==> config.mk <==
export PLATFORM = sky130hd
export DESIGN_NAME = brcp_mul
export DESIGN_NICKNAME = d
export VERILOG_FILES = /design/src/hdl/brcp_pkg.sv /design/src/hdl/brcp_mul.sv
export SDC_FILE = /design/constraint.sdc
export NUM_CORES = 2
export LEC_CHECK = 0
export BUFFER_PORTS_ARGS = -buffer_cell sky130_fd_sc_hd__buf_2
export CAP_MARGIN = 20
export CELL_PAD_IN_SITES_DETAIL_PLACEMENT = 0
export CELL_PAD_IN_SITES_GLOBAL_PLACEMENT = 1
export CORE_MARGIN = 4
export CORE_UTILIZATION = 35
export DETAILED_ROUTE_END_ITERATION = 8
export HOLD_SLACK_MARGIN = 0.15
export PLACE_DENSITY_LB_ADDON = 0.1
export SETUP_SLACK_MARGIN = 0.02
export SYNTH_ARGS = -nofsm -noshare
export SYNTH_HDL_FRONTEND = slang
export SYNTH_SLANG_ARGS = --single-unit
==> constraint.sdc <==
create_clock -name clk -period 24.7 [get_ports clk]
set_input_delay 2.47 -clock clk [delete_from_list [all_inputs] [get_ports clk]]
set_output_delay 2.47 -clock clk [all_outputs]
set_load 0.02 [all_outputs]
==> src/hdl/brcp_pkg.sv <==
package brcp_pkg;

  // Shared multiplier operand and product widths
  localparam int MUL_A_W = 30;
  localparam int MUL_B_W = 28;
  localparam int PROD_W  = MUL_A_W + MUL_B_W;

  // Datapath widths
  localparam int ERR_W  = 18;
  localparam int FE_W   = 18;
  localparam int SI_W   = 16;
  localparam int ST_W   = 5;
  localparam int TT_W   = 9;
  localparam int VSUM_W = 27;
  localparam int VX_W   = 24;
  localparam int VQ_W   = 20;
  localparam int VEL_W  = 21;
  localparam int DIFF_W = 30;
  localparam int TURN_W = 21;
  localparam int UP_W   = 33;
  localparam int MIX_W  = 34;
  localparam int DRV_W  = 16;

  localparam int ADDR_W   = 5;
  localparam int IN_W     = 104;
  localparam int OUT_W    = 32;

  localparam logic [15:0] NEAR_DISTANCE = 16'd50;
  localparam int          TURN_STEP     = 30;
  localparam logic [8:0]  ALPHA_ONE     = 9'd256;

  // trunc(|n| / 51200) = trunc((|n| >> 11) / 25); /25 by reciprocal, one correction
  localparam int          VEL_PRE_SHIFT = 11;
  localparam int          RECIP_SHIFT   = 29;
  localparam logic [24:0] VEL_RECIP     = 25'd21474836;
  localparam logic [VX_W-1:0] VEL_DIV   = VX_W'(25);

  typedef enum logic [2:0] {
    REG_UPRIGHT_KP     = 3'd0,
    REG_UPRIGHT_KD     = 3'd1,
    REG_SPEED_KP       = 3'd2,
    REG_FILTER_ALPHA   = 3'd3,
    REG_TURN_KP        = 3'd4,
    REG_TURN_KD        = 3'd5,
    REG_BALANCE_OFFSET = 3'd6,
    REG_PWM_LIMIT      = 3'd7
  } reg_idx_t;

  typedef struct packed {
    logic [17:0]        upright_kp;
    logic [11:0]        upright_kd;
    logic [9:0]         speed_kp;
    logic [8:0]         filter_alpha;
    logic [15:0]        turn_kp;
    logic [11:0]        turn_kd;
    logic signed [16:0] balance_offset;
    logic [14:0]        pwm_limit;
  } cfg_t;

  localparam cfg_t CFG_RESET = '{
    upright_kp:     18'd30720,
    upright_kd:     12'd192,
    speed_kp:       10'd282,
    filter_alpha:   9'd179,
    turn_kp:        16'd2560,
    turn_kd:        12'd154,
    balance_offset: 17'sd0,
    pwm_limit:      15'd7200
  };

  typedef enum logic [3:0] {
    ST_IDLE,
    ST_FE0,
    ST_FE1,
    ST_FE,
    ST_SI,
    ST_VEL0,
    ST_VEL1,
    ST_VEL2,
    ST_VEL3,
    ST_VEL4,
    ST_DIFF,
    ST_UP0,
    ST_UP1,
    ST_UP2,
    ST_MIX
  } step_t;

  typedef struct packed {
    step_t step;
    logic  ready;
    logic  load;
  } ctrl_t;

  // Signed divide by 2**sh, truncating toward zero
  function automatic logic signed [PROD_W-1:0] sdiv_pow2(
    input logic signed [PROD_W-1:0] v,
    input logic [5:0]               sh
  );
    logic signed [PROD_W-1:0] bias;
    bias = v[PROD_W-1] ? $signed((PROD_W'(1) << sh) - PROD_W'(1)) : '0;
    return (v + bias) >>> sh;
  endfunction

endpackage

==> src/hdl/brcp_mul.sv <==
module brcp_mul (
  input  logic                                clk,
  input  logic signed [brcp_pkg::MUL_A_W-1:0] a,
  input  logic signed [brcp_pkg::MUL_B_W-1:0] b,
  output logic signed [brcp_pkg::PROD_W-1:0]  p
);

  // one registered signed multiply per cycle
  always_ff @(posedge clk) begin
    p <= brcp_pkg::PROD_W'(a) * brcp_pkg::PROD_W'(b);
  end

endmodule

After elaboration in Yosys (flattened, before gate mapping)
Index checks and enable logic that the tools add are counted.
{"block": "classes", "multipliers": 1}
{"cell": "$mul 30x28->58", "n": 1}
{"block": "word_totals", "word_cells": 2, "reg_bits": 58, "output_inout_bits": 58, "in_bits": 59}

Depth between registers and ports, before layout
{"block": "depth", "word_depth": 1, "depth_mapped": 28, "ltp_nobuf": 26}

Worst setup path before layout
Ideal clock, no wire load.
{"block": "synth_path", "path_type": "input port to flip-flop", "start": "in a[29] in the netlist's numbering", "end": "reg p[54] in the netlist's numbering", "setup_ns": 0.072, "path_slack_ns": 15.077, "t_arrival_ns": 9.550, "t_required_ns": 24.628, "n_path_buf": 3, "path_stages": 26, "path_cell_list": "clkbuf_1 > clkbuf_1 > nand2_1 > fa_1 > inv_1 > fa_1 > inv_1 > fa_1 > inv_1 > fa_1 > fa_1 > fa_1 > inv_1 > fa_1 > inv_1 > ha_1 > ha_1 > clkbuf_1 > a21o_1 > a21o_1 > a21o_1 > a21o_1 > a21oi_1 > nor2_1 > a211oi_1 > xnor2_1"}
{"block": "synth_between", "elab_chain_cells": 1}
{"element": "from (decl)", "line_no": "brcp_mul.sv:3", "rtl": "input logic signed [brcp_pkg::MUL_A_W-1:0] a,"}
{"element": "$mul 30x28->58", "line_no": "brcp_mul.sv:10", "rtl": "p <= brcp_pkg::PROD_W'(a) * brcp_pkg::PROD_W'(b);"}
{"element": "to (signal assigned)", "line_no": "brcp_mul.sv:10"}
{"element": "to (decl)", "line_no": "brcp_mul.sv:5", "rtl": "output logic signed [brcp_pkg::PROD_W-1:0] p"}
No other way between the ends.

Worst setup path in the final report
{"block": "layout_path", "start": "in a[29] in the netlist's numbering", "end": "reg p[56] in the netlist's numbering"}
The elaborated chain is that of the path after synthesis.

==> results.toml <==
[outcome]
status = "finished, final reports clean"

[yosys]
ys_ff_latch = 58
ys_seq_area_frac = 0.0371
synth.avg_cell_area_um2 = 9.46
ys.flop_type = "dfxtp_1"
yosys_warnings = 0
synth_nets = 4426
synth.distinct_cells = 43
netlist_instances = 3303
synth_edf_count = 0
async_reset_ff_frac = 0
syn_area_um2 = 31300

[final_layout]
final_cell_mix = "fa_1, inv_1, and2_1"
seq_area_um2 = 1160
mostFrequentLayoutCell = "fa_1"
fillCellCount = 9068
area_growth_syn_to_layout_pct = 5.58
largestRegisters = "p (58)"
top_register = "p"
largest_register_ffs = 58
finalNetCount = 4380
finalNonFillerCells = 4428
multi_input_area_um2 = 26300
layout-drive-gt1-share = 0.0460

[sta]
hold_viol = 0
slew_viol_final = 0
setup_ws_ns = 14.35
worst_pin_slew_ns = 0.932
setup_violations = 0
fmax_ghz = 0.0966
rsz0062_at_grt = "false"
min_period_ns = 10.35
period_share = 0.419
fin_setup_tns_ns = 0
slew-limit-headroom = 0.378

[floorplan]
die_w_um = 307
pin_count = 117
core-area_um2 = 88500
fp-row-count = 109
die_y_um = 307
initial_core_util = 0.353
die_area_um2 = 94100

[critical_path]
start_kind = "input pin"
cp.buffers_inverters = 7
critPathMaxFanout = 28
critPathRequiredTime_ns = 24.97
cpMaxStageDelayCell = "fa_1"
endpoint_kind = "flop"
critical_path_class = "input pin to flop"
crit_family = "adder cells"
critical_path.most_common_cell = "fa_1"
critPathArrivalTime_ns = 10.61
slowest_delay_ns = 0.83

[drt]
vias = 21189
wl_per_cell_um = 20.9
drt_iter0_drc = 915
ant_nets = 0
finalWirelength_um = 92600
drc = 0
via_per_inst = 4.79
first_pass_iters = 5

[clock_network]
htreeDepth = 3
cts_resized = 0
ctsHoldBuffers = 0
numCtsBuffers = 9
cts_sinks = 58
clk_path_buf_depth = 2
cts_tree = "done"
path_clk_slew_ns = 0.06
cts_setup_buffers = 0
root_buffer = "clkbuf_16"

[grt]
grt_pass1_vias = 25091
grt_pass1_wl_um = 146000
use_met2 = 0.399
antenna_found_initial = 2
gr-total-overflow = 0
met1_usage = 0.240
grt_usage = 0.203
grt_max_degree = 32
busiest_layer = "met2"
grtUsageMet3 = 0.0142

[placed_design]
dp_hpwl_um = 75200
io_buffer_count = 116
placed_cells = 4411
place.gp.congestion = 0.810
post-place-ws_ns = 14.03

[min_path]
hp-start = "a[0]"
min_to = "p[0]$_DFF_P_"
hp-class = "input pin to flop"
hold_depth = 2

[flow_run]
maxCapViolCount = 0
## logic make-up after synthesis
| kind of cell | share of synthesized area |
|---|---|
| AO/OA/AOI/OAI | 0.0344 |
| XOR/XNOR | 0.0182 |
| adder cells (fa/ha/maj) | 0.636 |
| buffers and inverters | 0.122 |
| flip-flops | 0.0371 |
| multiplexers | 0.000360 |
| AND/OR/NAND/NOR | 0.152 |
## metrics by stage
step	util	hold slack (ns)	instance area (um2)
final	0.373	2.77	33000
after global routing	0.373	2.77	33000
after CTS	0.373	2.75	33000
after detailed placement	0.369	2.89	32700
after global placement	0.369	2.89	32700
after floorplan	-	2.60	31300
## layer usage
metal	vias up	share of wire
met5	-	0
met4	0	0.029
met3	96	0.023
met2	314	0.56
met1	11503	0.39
li1	9276	-
## cells in the mapped netlist (10+ instances only)
cell | n | share of area
a21o_1 | 43 | 0.010
nor3_1 | 10 | 0.0016
xnor2_1 | 45 | 0.013
dfxtp_1 | 58 | 0.037
a21oi_1 | 49 | 0.0078
o21ai_0 | 26 | 0.0042
ha_1 | 189 | 0.076
inv_1 | 831 | 0.10
fa_1 | 875 | 0.56
a31oi_1 | 10 | 0.0020
clkbuf_1 | 180 | 0.022
xor2_1 | 20 | 0.0056
nor2b_1 | 26 | 0.0052
and2_1 | 422 | 0.084
nand2_1 | 418 | 0.050
nor2_1 | 19 | 0.0023
## worst max path at each step
| stage | from | depth (start not counted) | to | slack (ns) |
|---|---|---|---|---|
| 2_1_floorplan | a[29] | 26 | p[54]$_DFF_P_ | 15.08 |
| 3_3_place_gp | a[29] | 26 | p[56]$_DFF_P_ | 14.27 |
| 3_5_place_dp | a[29] | 26 | p[56]$_DFF_P_ | 14.03 |
| 4_1_cts | a[29] | 26 | p[56]$_DFF_P_ | 14.34 |
| 5_1_grt | a[29] | 26 | p[56]$_DFF_P_ | 13.81 |
| 6_report | a[29] | 26 | p[56]$_DFF_P_ | 14.35 |
## cell type report
| cell class | instances | share of cell area |
|---|---|---|
| Inverter | 831 | 0.0945 |
| Timing Repair Buffer | 125 | 0.0196 |
| Multi-Input combinational cell | 2232 | 0.797 |
| Clock inverter | 5 | 0.00235 |
| Tap cell | 1165 | 0.0442 |
| Antenna cell | 1 | 0.0000758 |
| Clock buffer | 11 | 0.00736 |
| Sequential cell | 58 | 0.0352 |
Power is not shown: default switching activity piles up to over one toggle a cycle in this logic, so the estimate is an artifact.
