<file path="src/hdl/brcp_pkg.sv">
package brcp_pkg;

  // Shared multiplier operand and product widths
  localparam int MUL_A_W = 30;
  localparam int MUL_B_W = 28;
  localparam int PROD_W  = MUL_A_W + MUL_B_W;

  // Datapath widths
  localparam int ERR_W  = 18;
  localparam int FE_W   = 18;
  localparam int SI_W   = 16;
  localparam int ST_W   = 5;
  localparam int TT_W   = 9;
  localparam int VSUM_W = 27;
  localparam int VX_W   = 24;
  localparam int VQ_W   = 20;
  localparam int VEL_W  = 21;
  localparam int DIFF_W = 30;
  localparam int TURN_W = 21;
  localparam int UP_W   = 33;
  localparam int MIX_W  = 34;
  localparam int DRV_W  = 16;

  localparam int ADDR_W   = 5;
  localparam int IN_W     = 104;
  localparam int OUT_W    = 32;

  localparam logic [15:0] NEAR_DISTANCE = 16'd50;
  localparam int          TURN_STEP     = 30;
  localparam logic [8:0]  ALPHA_ONE     = 9'd256;

  // trunc(|n| / 51200) = trunc((|n| >> 11) / 25); /25 by reciprocal, one correction
  localparam int          VEL_PRE_SHIFT = 11;
  localparam int          RECIP_SHIFT   = 29;
  localparam logic [24:0] VEL_RECIP     = 25'd21474836;
  localparam logic [VX_W-1:0] VEL_DIV   = VX_W'(25);

  typedef enum logic [2:0] {
    REG_UPRIGHT_KP     = 3'd0,
    REG_UPRIGHT_KD     = 3'd1,
    REG_SPEED_KP       = 3'd2,
    REG_FILTER_ALPHA   = 3'd3,
    REG_TURN_KP        = 3'd4,
    REG_TURN_KD        = 3'd5,
    REG_BALANCE_OFFSET = 3'd6,
    REG_PWM_LIMIT      = 3'd7
  } reg_idx_t;

  typedef struct packed {
    logic [17:0]        upright_kp;
    logic [11:0]        upright_kd;
    logic [9:0]         speed_kp;
    logic [8:0]         filter_alpha;
    logic [15:0]        turn_kp;
    logic [11:0]        turn_kd;
    logic signed [16:0] balance_offset;
    logic [14:0]        pwm_limit;
  } cfg_t;

  localparam cfg_t CFG_RESET = '{
    upright_kp:     18'd30720,
    upright_kd:     12'd192,
    speed_kp:       10'd282,
    filter_alpha:   9'd179,
    turn_kp:        16'd2560,
    turn_kd:        12'd154,
    balance_offset: 17'sd0,
    pwm_limit:      15'd7200
  };

  typedef enum logic [3:0] {
    ST_IDLE,
    ST_FE0,
    ST_FE1,
    ST_FE,
    ST_SI,
    ST_VEL0,
    ST_VEL1,
    ST_VEL2,
    ST_VEL3,
    ST_VEL4,
    ST_DIFF,
    ST_UP0,
    ST_UP1,
    ST_UP2,
    ST_MIX
  } step_t;

  typedef struct packed {
    step_t step;
    logic  ready;
    logic  load;
  } ctrl_t;

  // Signed divide by 2**sh, truncating toward zero
  function automatic logic signed [PROD_W-1:0] sdiv_pow2(
    input logic signed [PROD_W-1:0] v,
    input logic [5:0]               sh
  );
    logic signed [PROD_W-1:0] bias;
    bias = v[PROD_W-1] ? $signed((PROD_W'(1) << sh) - PROD_W'(1)) : '0;
    return (v + bias) >>> sh;
  endfunction

endpackage

</file>
<file path="src/hdl/brcp_ctrl.sv">
module brcp_ctrl (
  input  logic            clk,
  input  logic            rst,
  input  logic            start,
  input  logic            out_free,
  output brcp_pkg::ctrl_t ctrl
);

  brcp_pkg::step_t step, step_next;

  always_ff @(posedge clk) begin
    if (rst) begin
      step <= brcp_pkg::ST_IDLE;
    end else begin
      step <= step_next;
    end
  end

  always_comb begin
    case (step)
      brcp_pkg::ST_IDLE: step_next = start ? brcp_pkg::ST_FE0 : brcp_pkg::ST_IDLE;
      brcp_pkg::ST_FE0:  step_next = brcp_pkg::ST_FE1;
      brcp_pkg::ST_FE1:  step_next = brcp_pkg::ST_FE;
      brcp_pkg::ST_FE:   step_next = brcp_pkg::ST_SI;
      brcp_pkg::ST_SI:   step_next = brcp_pkg::ST_VEL0;
      brcp_pkg::ST_VEL0: step_next = brcp_pkg::ST_VEL1;
      brcp_pkg::ST_VEL1: step_next = brcp_pkg::ST_VEL2;
      brcp_pkg::ST_VEL2: step_next = brcp_pkg::ST_VEL3;
      brcp_pkg::ST_VEL3: step_next = brcp_pkg::ST_VEL4;
      brcp_pkg::ST_VEL4: step_next = brcp_pkg::ST_DIFF;
      brcp_pkg::ST_DIFF: step_next = brcp_pkg::ST_UP0;
      brcp_pkg::ST_UP0:  step_next = brcp_pkg::ST_UP1;
      brcp_pkg::ST_UP1:  step_next = brcp_pkg::ST_UP2;
      brcp_pkg::ST_UP2:  step_next = brcp_pkg::ST_MIX;
      brcp_pkg::ST_MIX:  step_next = out_free ? brcp_pkg::ST_IDLE : brcp_pkg::ST_MIX;
      default:           step_next = brcp_pkg::ST_IDLE;
    endcase
  end

  always_comb begin
    ctrl.step  = step;
    ctrl.ready = (step == brcp_pkg::ST_IDLE);
    ctrl.load  = (step == brcp_pkg::ST_MIX) && out_free;
  end

endmodule

</file>
<file path="config.mk">
export PLATFORM = sky130hd
export DESIGN_NAME = brcp_ctrl
export DESIGN_NICKNAME = d
export VERILOG_FILES = /design/src/hdl/brcp_pkg.sv /design/src/hdl/brcp_ctrl.sv
export SDC_FILE = /design/constraint.sdc
export NUM_CORES = 1
export LEC_CHECK = 0
export BUFFER_PORTS_ARGS = -buffer_cell sky130_fd_sc_hd__buf_2
export CAP_MARGIN = 15
export CORE_AREA = 10 10 47 49
export DETAILED_ROUTE_END_ITERATION = 10
export DIE_AREA = 0 0 57 59
export PLACE_DENSITY_LB_ADDON = 0.25
export SKIP_LAST_GASP = 1
export SLEW_MARGIN = 20
export SYNTH_ARGS = -nofsm -noshare
export SYNTH_HDL_FRONTEND = slang
export SYNTH_SLANG_ARGS = --single-unit
</file>
<file path="constraint.sdc">
create_clock -name clk -period 1.35 [get_ports clk]
set_clock_uncertainty 0.1 [all_clocks]
set_input_delay 0.0675 -clock clk [delete_from_list [all_inputs] [get_ports clk]]
set_output_delay 0.0675 -clock clk [all_outputs]
set_load 0.005 [all_outputs]
</file>
Word-level counts from Yosys, hierarchy flattened --
Index checks and enable logic that the tools add are counted.
Storage, ports and cells: input port bits 4, output and inout bits 6, bits in registers 4
Operators by class: reductions and logical operators 2, eq/ne operators 14, muxes and demuxes 3
Operators by type and width (number):
- 4-bit case mux with 15 select lines | 1
- 4-bit equality test, second input constant | 7
- 4-bit by 3-bit equality test with 1-bit output, second input constant | 4
- 4-bit by 2-bit equality test with 1-bit output, second input constant | 2
- 4-bit by 1-bit equality test with 1-bit output, second input constant | 1
- 4-bit zero test | 1
- 4-bit 2-to-1 mux | 1
- 1-bit logical AND | 1
- 1-bit 2-to-1 mux | 1

Longest topological paths before layout --
depth after elaboration 2, gate-level depth with buffers 4, mapped depth without buffers 3

Least setup slack after synthesis --
OpenSTA, ideal clock, no wires.
path type register -> register, from reg step[1], to reg step[0], setup time 0.123 ns, slack 0.347 ns, data arrival time 0.780 ns, path buffers 1, cell stages (with the launch flop) 4, required time 1.127 ns, cell sequence dfxtp_1 buf_6 nor4_2 nor4_2
Between the ends: longest elaborated chain between the ends 2, elaborated cells between the ends (all ways) 16, classes of those cells eq/ne: 14; mux: 1; reduce/logical: 1
RTL lines:
- from (decl) | RTL line brcp_ctrl.sv:9 | brcp_pkg::step_t step, step_next;
- from (signal assigned) | RTL line brcp_ctrl.sv:13 | step <= brcp_pkg::ST_IDLE;
- from (signal assigned) | RTL line brcp_ctrl.sv:15 | step <= step_next;
- 4-bit equality test (tied with other cells) | RTL line brcp_ctrl.sv:20 | case (step)
- 4-bit case mux with 15 select lines (*) | RTL line brcp_ctrl.sv:20
Every way passes the cells marked *; elsewhere a longest branch is shown, timed or not. A chain may end at the register's enable or synchronous reset.

==> results by group <==
GRT
  – First-pass GRT wire length: 952 microns
  – Global Route Usage Sum: 0.0384
  – Antenna violations before repair: 0
  – Overflow after GRT: 0
  – Number of global-route vias before repair: ~210
  – Largest net degree at the start of global routing: 11

Route
  – Total length of routed wires: 595 microns
  – Top sig layer: met4
  – DRT iter0 DRCs: 9
  – DRC: 0
  – Wl on met1: roughly 270 microns
  – Total number of vias: 228
  – Met2 WL: 246 microns
  – Vias per cell: around 4.5
  – Drt wl/cell: 11.7 microns
  – Drt pass-1 iters: 4
  – Met3 wire len: 62 microns
  – Final ANT Viol Nets: 0

Synthesis
  – Post-synth top area cell: dfxtp_1
  – Register area share after synthesis: 0.337
  – Synth Warn #: 0
  – Cells after Synth: 25
  – Syn Nets: 29
  – Cell variety after synth: 19
  – Share of the synthesized area in the top cell type: 0.337
  – Yosys reg bits: 4
  – Avg Cell Area, Syn: 9.51 sq um
  – Synth area leaders: dfxtp_1 34%, nor4_2 11%, buf_6 9.5%
  – Cell area after synthesis: 238 sq um

Status
  – Status: finished clean

Floorplan
  – Row count: 14
  – Die Wd: 57 microns
  – Core region area: 1400 sq um
  – Initial Util: 0.170
  – Ports: 10
  – Die area: 3360 sq um
  – Die height: 59 microns

Finish
  – Number of flip-flops in the largest register: 4
  – Area growth syn-to-layout: 32.1%
  – Finished layout cell area: ~310 sq um
  – Share of cells above drive strength 1: 0.543
  – Post-layout util: 0.224
  – Biggest regs: step (4)
  – Antenna cells: 0
  – Fin cells: 51
  – Biggest register: step
  – Nets@finish: 41

Timing
  – Final Hold Viols: 0
  – Fmax: 0.786 GHz
  – Post-layout minimum cycle time: 1270 ps
  – Relative slew slack: 0.753
  – Fin crit share: 0.942
  – Final Max Slew Viols: 0
  – RSZ-0062 raised after global routing: true
  – Least-Margin Pin Slew: 370 ps
  – Setup Viol. Count Final: 0
  – Fin Hold WS: slightly above 100 ps

Worst setup path
  – Crit. End Element: primary output
  – Worst EP arrival: 1100 ps
  – Crit path launch type: register
  – Max FO, Critical Path: 9
  – Crit Path Class: reg2out
  – Critical Path RT: 1180 ps

CTS
  – CTS sink count: 4
  – Clock Latency Late Sink: around 230 ps
  – CTS tree: yes
  – Worst-path clk slew: about 30 ps
  – CTS Buffer Depth: 2
  – CTS root buf: clkbuf_4
  – Num CTS Buffers: 3
  – H-Tree Depth: 1

Placement
  – Post-detailed-placement half-perimeter wirelength: 460 microns
  – Placed inst area: 273 sq um
  – Final estimated routing congestion in global placement: 0.721
  – Placed insts: 47
  – Port bufs: 9

Power
  – P_leak: 0.125 nW
  – Power Dens Cells: 1080 nW/um^2
  – VDD IR max: 0.000496 V
  – Power Total: 0.340 mW

Flow run
  – Maxcap violations: 0

Worst hold path
  – Hold WC Path Type: in2reg
per-layer routing:
metal	track usage	vias to the layer above
met1	0.0473	103
met5	0	-
li1	-	113
met3	0.0365	2
met2	0.0357	10
met4	0.0302	0
cell usage in the layout (no fill, tap or decap), drive strengths merged, types with 3 or more instances in the layout:
cell	Yosys	final
a21oi	3	3
buf	3	9
clkbuf	0	3
dfxtp	4	4
nor4	3	3
synthesized netlist by cell type:
| cell | n |
|---|---|
| nand2_1 | 1 |
| a21oi_1 | 2 |
| nand3_1 | 1 |
| buf_4 | 1 |
| nand4b_1 | 1 |
| inv_1 | 1 |
| nand3b_1 | 1 |
| a31oi_1 | 1 |
| buf_6 | 2 |
| o21ai_0 | 1 |
| o211ai_2 | 1 |
| mux2i_1 | 1 |
| dfxtp_1 | 4 |
| nor2_1 | 1 |
| nor4_2 | 2 |
| nor4_1 | 1 |
| nor3_1 | 1 |
| and3_1 | 1 |
| a21oi_2 | 1 |
worst max-delay path: stages (launching register included):
cell,delay [ps]
dfxtp_1,490
nand3_1,120
nor3_1,130
buf_2,140
kinds of logic after synthesis:
group / Yosys count / synth area share
DFF: 4 / 0.337
AOI/OAI and AO/OA: 6 / 0.179
and+or+nand+nor: 10 / 0.300
muxes: 1 / 0.0421
buffers and inverters: 4 / 0.142
metrics by stage:
stage,worst slack [ps],TNS (ps)
after CTS,22.5,0
after detailed placement,255,0
after global placement,254,0
after global routing,-45.1,-45.1
final,78.4,0
after floorplan,347,0
report_power, final:
group	leakage (nW)	internal, mW	switching, mW
logic	0.0778	0.0283	0.0187
registers	0.0336	0.127	0.0201
clock network	0.0138	0.0993	0.0462
repair_timing:
action,in CTS,in global routing
hold buffers,1,0
hold endpoints to repair,4,0
resized for setup,0,3
buffers inserted,0,0
setup endpoints to repair,0,2
area by class of cell:
cell class	instances	area (sq um)
Inverter	1	3.75
Multi-Input combinational cell	17	130
Clock buffer	3	22.5
Fill cell	173	1090
Sequential cell	4	82.6
Tap cell	16	20.0
Timing Repair Buffer	10	55.1
path summary, 6_finish.rpt:
kind	start	to	slack [ps]	cells after the start
worst max-delay path	step[3]$_SDFF_PP0_	ctrl[0]	80	3
worst min-delay path	out_free	step[3]$_SDFF_PP0_	100	4
worst max register to register	step[0]$_SDFF_PP0_	step[2]$_SDFF_PP0_	270	3
worst min register to register	step[1]$_SDFF_PP0_	step[2]$_SDFF_PP0_	470	2
Power figures use the tool's default switching activity.
