File: config.mk
export PLATFORM = sky130hd
export DESIGN_NAME = brcp_regs
export DESIGN_NICKNAME = d
export VERILOG_FILES = /design/src/hdl/brcp_pkg.sv /design/src/hdl/brcp_regs.sv
export SDC_FILE = /design/constraint.sdc
export NUM_CORES = 1
export LEC_CHECK = 0
export BUFFER_PORTS_ARGS = -buffer_cell sky130_fd_sc_hd__buf_2
export CAP_MARGIN = 20
export CORE_UTILIZATION = 54
export DETAILED_ROUTE_END_ITERATION = 8
export PLACE_DENSITY = 0.86
export SLEW_MARGIN = 0
export SYNTH_ARGS = -nofsm -noshare
export SYNTH_HDL_FRONTEND = slang
export SYNTH_SLANG_ARGS = --single-unit
File: constraint.sdc
create_clock -name clk -period 2.25 [get_ports clk]
set_input_delay 0.225 -clock clk [delete_from_list [all_inputs] [get_ports clk]]
set_output_delay 0.225 -clock clk [all_outputs]
set_load 0.02 [all_outputs]
File: src/hdl/brcp_pkg.sv
package brcp_pkg;

  // Shared multiplier operand and product widths
  localparam int MUL_A_W = 30;
  localparam int MUL_B_W = 28;
  localparam int PROD_W  = MUL_A_W + MUL_B_W;

  // Datapath widths
  localparam int ERR_W  = 18;
  localparam int FE_W   = 18;
  localparam int SI_W   = 16;
  localparam int ST_W   = 5;
  localparam int TT_W   = 9;
  localparam int VSUM_W = 27;
  localparam int VX_W   = 24;
  localparam int VQ_W   = 20;
  localparam int VEL_W  = 21;
  localparam int DIFF_W = 30;
  localparam int TURN_W = 21;
  localparam int UP_W   = 33;
  localparam int MIX_W  = 34;
  localparam int DRV_W  = 16;

  localparam int ADDR_W   = 5;
  localparam int IN_W     = 104;
  localparam int OUT_W    = 32;

  localparam logic [15:0] NEAR_DISTANCE = 16'd50;
  localparam int          TURN_STEP     = 30;
  localparam logic [8:0]  ALPHA_ONE     = 9'd256;

  // trunc(|n| / 51200) = trunc((|n| >> 11) / 25); /25 by reciprocal, one correction
  localparam int          VEL_PRE_SHIFT = 11;
  localparam int          RECIP_SHIFT   = 29;
  localparam logic [24:0] VEL_RECIP     = 25'd21474836;
  localparam logic [VX_W-1:0] VEL_DIV   = VX_W'(25);

  typedef enum logic [2:0] {
    REG_UPRIGHT_KP     = 3'd0,
    REG_UPRIGHT_KD     = 3'd1,
    REG_SPEED_KP       = 3'd2,
    REG_FILTER_ALPHA   = 3'd3,
    REG_TURN_KP        = 3'd4,
    REG_TURN_KD        = 3'd5,
    REG_BALANCE_OFFSET = 3'd6,
    REG_PWM_LIMIT      = 3'd7
  } reg_idx_t;

  typedef struct packed {
    logic [17:0]        upright_kp;
    logic [11:0]        upright_kd;
    logic [9:0]         speed_kp;
    logic [8:0]         filter_alpha;
    logic [15:0]        turn_kp;
    logic [11:0]        turn_kd;
    logic signed [16:0] balance_offset;
    logic [14:0]        pwm_limit;
  } cfg_t;

  localparam cfg_t CFG_RESET = '{
    upright_kp:     18'd30720,
    upright_kd:     12'd192,
    speed_kp:       10'd282,
    filter_alpha:   9'd179,
    turn_kp:        16'd2560,
    turn_kd:        12'd154,
    balance_offset: 17'sd0,
    pwm_limit:      15'd7200
  };

  typedef enum logic [3:0] {
    ST_IDLE,
    ST_FE0,
    ST_FE1,
    ST_FE,
    ST_SI,
    ST_VEL0,
    ST_VEL1,
    ST_VEL2,
    ST_VEL3,
    ST_VEL4,
    ST_DIFF,
    ST_UP0,
    ST_UP1,
    ST_UP2,
    ST_MIX
  } step_t;

  typedef struct packed {
    step_t step;
    logic  ready;
    logic  load;
  } ctrl_t;

  // Signed divide by 2**sh, truncating toward zero
  function automatic logic signed [PROD_W-1:0] sdiv_pow2(
    input logic signed [PROD_W-1:0] v,
    input logic [5:0]               sh
  );
    logic signed [PROD_W-1:0] bias;
    bias = v[PROD_W-1] ? $signed((PROD_W'(1) << sh) - PROD_W'(1)) : '0;
    return (v + bias) >>> sh;
  endfunction

endpackage

File: src/hdl/brcp_regs.sv
module brcp_regs (
  input  logic                         clk,
  input  logic                         rst,
  input  logic                         psel,
  input  logic                         penable,
  input  logic                         pwrite,
  input  logic [brcp_pkg::ADDR_W-1:0]  paddr,
  input  logic [31:0]                  pwdata,
  output logic [31:0]                  prdata,
  output logic                         pready,
  output brcp_pkg::cfg_t               cfg
);

  brcp_pkg::reg_idx_t idx;
  logic               wr;

  assign pready = 1'b1;
  assign idx    = brcp_pkg::reg_idx_t'(paddr[4:2]);
  assign wr     = psel & penable & pwrite & pready;

  always_ff @(posedge clk) begin
    if (rst) begin
      cfg <= brcp_pkg::CFG_RESET;
    end else if (wr) begin
      case (idx)
        brcp_pkg::REG_UPRIGHT_KP:     cfg.upright_kp     <= pwdata[17:0];
        brcp_pkg::REG_UPRIGHT_KD:     cfg.upright_kd     <= pwdata[11:0];
        brcp_pkg::REG_SPEED_KP:       cfg.speed_kp       <= pwdata[9:0];
        brcp_pkg::REG_FILTER_ALPHA:   cfg.filter_alpha   <= pwdata[8:0];
        brcp_pkg::REG_TURN_KP:        cfg.turn_kp        <= pwdata[15:0];
        brcp_pkg::REG_TURN_KD:        cfg.turn_kd        <= pwdata[11:0];
        brcp_pkg::REG_BALANCE_OFFSET: cfg.balance_offset <= $signed(pwdata[16:0]);
        brcp_pkg::REG_PWM_LIMIT:      cfg.pwm_limit      <= pwdata[14:0];
        default: ;
      endcase
    end
  end

  always_comb begin
    case (idx)
      brcp_pkg::REG_UPRIGHT_KP:     prdata = 32'(cfg.upright_kp);
      brcp_pkg::REG_UPRIGHT_KD:     prdata = 32'(cfg.upright_kd);
      brcp_pkg::REG_SPEED_KP:       prdata = 32'(cfg.speed_kp);
      brcp_pkg::REG_FILTER_ALPHA:   prdata = 32'(cfg.filter_alpha);
      brcp_pkg::REG_TURN_KP:        prdata = 32'(cfg.turn_kp);
      brcp_pkg::REG_TURN_KD:        prdata = 32'(cfg.turn_kd);
      brcp_pkg::REG_BALANCE_OFFSET: prdata = 32'(cfg.balance_offset);
      brcp_pkg::REG_PWM_LIMIT:      prdata = 32'(cfg.pwm_limit);
      default:                      prdata = '0;
    endcase
  end

endmodule

; ---- Word level (Yosys, flattened, before mapping)
; Cells that the tools add are included.
[totals]
n_memories = 0
latch_bits = 0
wordCells = 27
register_bits = 109
mem_bits_ro = 0
mem_bits_rw = 0
[op_classes]
div = 0
bitwise = 2
mul = 0
n_reduce_logical = 9
order_cmp = 0
addsub = 0
mux = 1
shift = 0
n_eq_ne = 7
[ops]
columns = cell, n
row1 = $pmux W32 S8, 1
row2 = $reduce_and A2 Y1, 8
row3 = $eq A3 B3 Y1 const B, 4
row4 = $eq A3 B2 Y1 const B, 2
row5 = $eq A3 B1 Y1 const B, 1
row6 = $logic_not A3 Y1, 1
row7 = $and A1 B1 Y1, 2

; ---- Depth between registers and ports, before layout
[depth]
depth_word = 3
depth_mapped = 7

; ---- Worst setup path after synthesis
; Ideal clock, no wire load.
[synth_timing]
kind = input -> output
startpoint = in paddr[3] (netlist bit)
endpoint = out prdata[11]
setup_slack_ns = 0.601
path_stages = 6
arrival_time_ns = 1.424
required_time_ns = 2.025
path_buffers = 2
cell_sequence = buf_6 -> buf_4 -> nor2_1 -> a21oi_1 -> o221a_2 -> a21oi_1
[synth_via]
elab_chain_len = 2
elab_cells_between_ends = 9
cone_classes = 7 x eq/ne / 1 x mux / 1 x reduce/logical
[synth_lines]
columns = element, line
row1 = start: declaration, brcp_regs.sv:7  ; input logic [brcp_pkg::ADDR_W-1:0] paddr,
row2 = $eq A3 B3 Y1 (tied with other cells), brcp_regs.sv:40  ; case (idx)
row3 = $pmux W32 S8 *, brcp_regs.sv:40
row4 = end: declaration, brcp_regs.sv:9  ; output logic [31:0] prdata,
; Every way passes the cells marked *; elsewhere a longest branch is shown, timed or not.

; ---- Worst setup path in the final report
; Ends and elaborated chain as after synthesis.

==> impl_results.md <==
- Start point of the worst hold path: pwdata[17]
- TritonCTS clock tree: done
- Initial Utilization: 0.5533
- Slew Limit Headroom: 0.4258
- Cell count after synthesis: 638
- Crit end category: output pin
- Largest register FFs: 109
- Worst clock skew: 0 ps
- FF-to-FF path depth: 2
- Biggest register: cfg
- First-pass GRT wire length: 24560 um
- Placer Congestion: 0.9064
- Placed Area: 5824 sq um
- Met2 usage: 0.5503
- Flops & latches, synth: 109
- VDD IR max: 0.0002996 V
- Status: complete, no violations
- IO Port Bufs: 166
- Async SR Flop Fraction: 0
- Cell taking the most area after synthesis: dfxtp_1
- Most used routing layer: met2
- H-Tree Depth: 3
- Wire per inst: 18.21 um
- Synth cell types: 39
- Final worst path period share: 0.9574
- Ratio of cells with drive above 1 in the final layout: 0.2904
- Critical Path RT: 2030 ps
- Fin Setup TNS: 0 ps
- R2R Path Start: cfg[65]
- CP Launch Point: paddr[3]
- Hold EP: cfg[108]
- Met1 usage: 0.3979
- Kind of start point of the critical path: input pin
- EDFF count, synth: 0
- Largest net degree at the start of global routing: 56
- WP buf/inv: 3
- # IOs: 184
- Vias per inst: 5.974
- Gr ovfl total: 0
- Design area: 6005 sq um
- Detailed Place HPWL: 11260 um
- Total track usage: 0.3253
- Die ar.: 9816 sq um
- Hold Path Class: in -> reg
- Syn. warnings: 0
- Met3 Track Usage GR: 0.06028
- Power Density: 573.6 nW/um^2
- RSZ-0062 raised after global routing: false
- Hold depth: 3
- Most used DFF post-synth: dfxtp_1
- Top cells by count, synth: nand2_1 (166), dfxtp_1 (109), a21oi_1 (88)
- Die Y-Extent: 99.08 um
- Worst slew pin tran: 861.3 ps
- Clk_lat worst skew: 360 ps
- Clock Sinks: 109
- Die width: 99.08 um
- DRT iter0 DRCs: 415
- Antenna-violating nets left: 0
- CP max-delay cell: nor2_1
- # Post-CTS Setup Buffers: 0
- CP top delay family: buffers and inverters
- Final hold vios: 0
- Resize count post-CTS: 0
- Synth top area cells: dfxtp_1 (43%), nand2_1 (12%), a21oi_1 (8.7%)
- Core region area: 9196 sq um
- Hold_buf cts: 0
- Slowest cell delay on critical path: 460 ps
- Drt pass-1 iters: 5
- Antenna violations before repair: 0
- Lkg Pwr: 0.002613 uW
- # DRC: 0
- Yosys top cell area share: 0.4288
- Syn nets: 680
- Synth Cell Area: 5089 sq um
- Number of global-route vias before repair: 4789
- Final Max Tran Viols: 0
- Crit path DAT: 1930 ps
- Worst r2r dst: cfg[65]
- Min Tclk post-route: 2154 ps
- Antenna diodes: 0
- Most common cell in the netlist: nand2_1
- Row count: 35
- Longest Clk Path Bufs: 2
- WL final: 16010 um
- Reg clk slew, reported paths: 100 ps
- Most used cell, CP: buf_2
- Sequential fraction of the synthesis area: 0.4288
- Fmax achieved: 464.2 MHz
- Largest regs: cfg: 109 flops
- Setup CP Type: in -> out
- Synthesis-to-finish area growth: 18.00%
- Via Count: 5251
- Final Power: 3444 uW
- Peak fanout along the critical path: 20
- # setup viols final: 0
- Root Buffer: clkbuf_8
- NumNets Final: 805
- MaxCap Viol Count: 0
- Worst R2R Setup Slack: 1410 ps
- Crit-path cells: buf_2 > buf_4 > nor2_1 > o21ai_0 > o221a_2 > a21oi_1 > buf_2
- CTS Buf Count: 9
- Syn_area_per_cell: 7.976 sq um
[cell type report]
type / instances / area [sq um]
clock buffer: 11 / 141.4
clock inverter: 5 / 36.28
fill: 774 / 3192
inverter: 11 / 41.29
multi-input combinational: 447 / 2454
sequential: 109 / 2182
tap: 111 / 138.9
timing repair buffer: 185 / 1011
[cell usage in the layout (no fill, tap or decap), types with 2 or more instances in the layout]
cell,n
nor2b_1,9
a21o_1,2
a211o_1,10
buf_4,16
or3_1,2
clkbuf_8,10
buf_12,3
a32oi_1,3
a22oi_1,4
a221oi_1,16
nand2b_1,6
o21ai_0,28
nand2_1,165
nor2_2,3
mux2i_1,18
buf_2,166
a221o_1,2
nor2_1,35
clkinvlp_4,3
or2_2,3
a21oi_1,88
and3_1,2
mux2_2,9
a22o_1,9
o2bb2ai_1,4
nand3b_1,16
dfxtp_1,109
nor2_4,2
inv_1,10
[stage by stage]
stage / hold WS, ps / std cells / worst slack, ps / utilization
after floorplan: 345.8 / 638 / 601.3 / -
after global placement: 449.0 / 863 / 172.4 / 0.6333
after detailed placement: 460.2 / 863 / 54.35 / 0.6333
after CTS: 84.81 / 879 / 48.73 / 0.6527
after global routing: 98.67 / 879 / 52.28 / 0.6529
final: 88.65 / 879 / 95.75 / 0.6529
[layer usage]
metal / wire [um] / part of all wire
met1: 6276 / 0.39
met2: 7779 / 0.49
met3: 1467 / 0.092
met4: 486 / 0.030
met5: 0 / 0
[worst max path at each step]
stage,cells after the start,end
4_1_cts,7,prdata[4]
6_report,7,prdata[11]
3_3_place_gp,7,prdata[1]
5_1_grt,7,prdata[11]
2_1_floorplan,6,prdata[11]
3_5_place_dp,7,prdata[4]
[cell families after synthesis]
| logic type | share of synthesized area |
|---|---|
| flops | 0.4288 |
| other cells | 0.0007369 |
| simple gates | 0.2230 |
| buf+inv | 0.08950 |
| compound gates | 0.2026 |
| mux | 0.05532 |
[worst min-delay path, cell delays in order]
cell and delay, ps:
buf_2 100, nand2_1 40, a21oi_1 50
[where the power goes]
group | leakage, uW | switching (uW) | internal (uW) | total (uW)
registers | 0.000880 | 13.9 | 1940 | 1960
logic | 0.00165 | 263 | 126 | 389
clock network | 0.0000815 | 663 | 434 | 1100
Note: power is estimated with default switching activity, not from simulation.
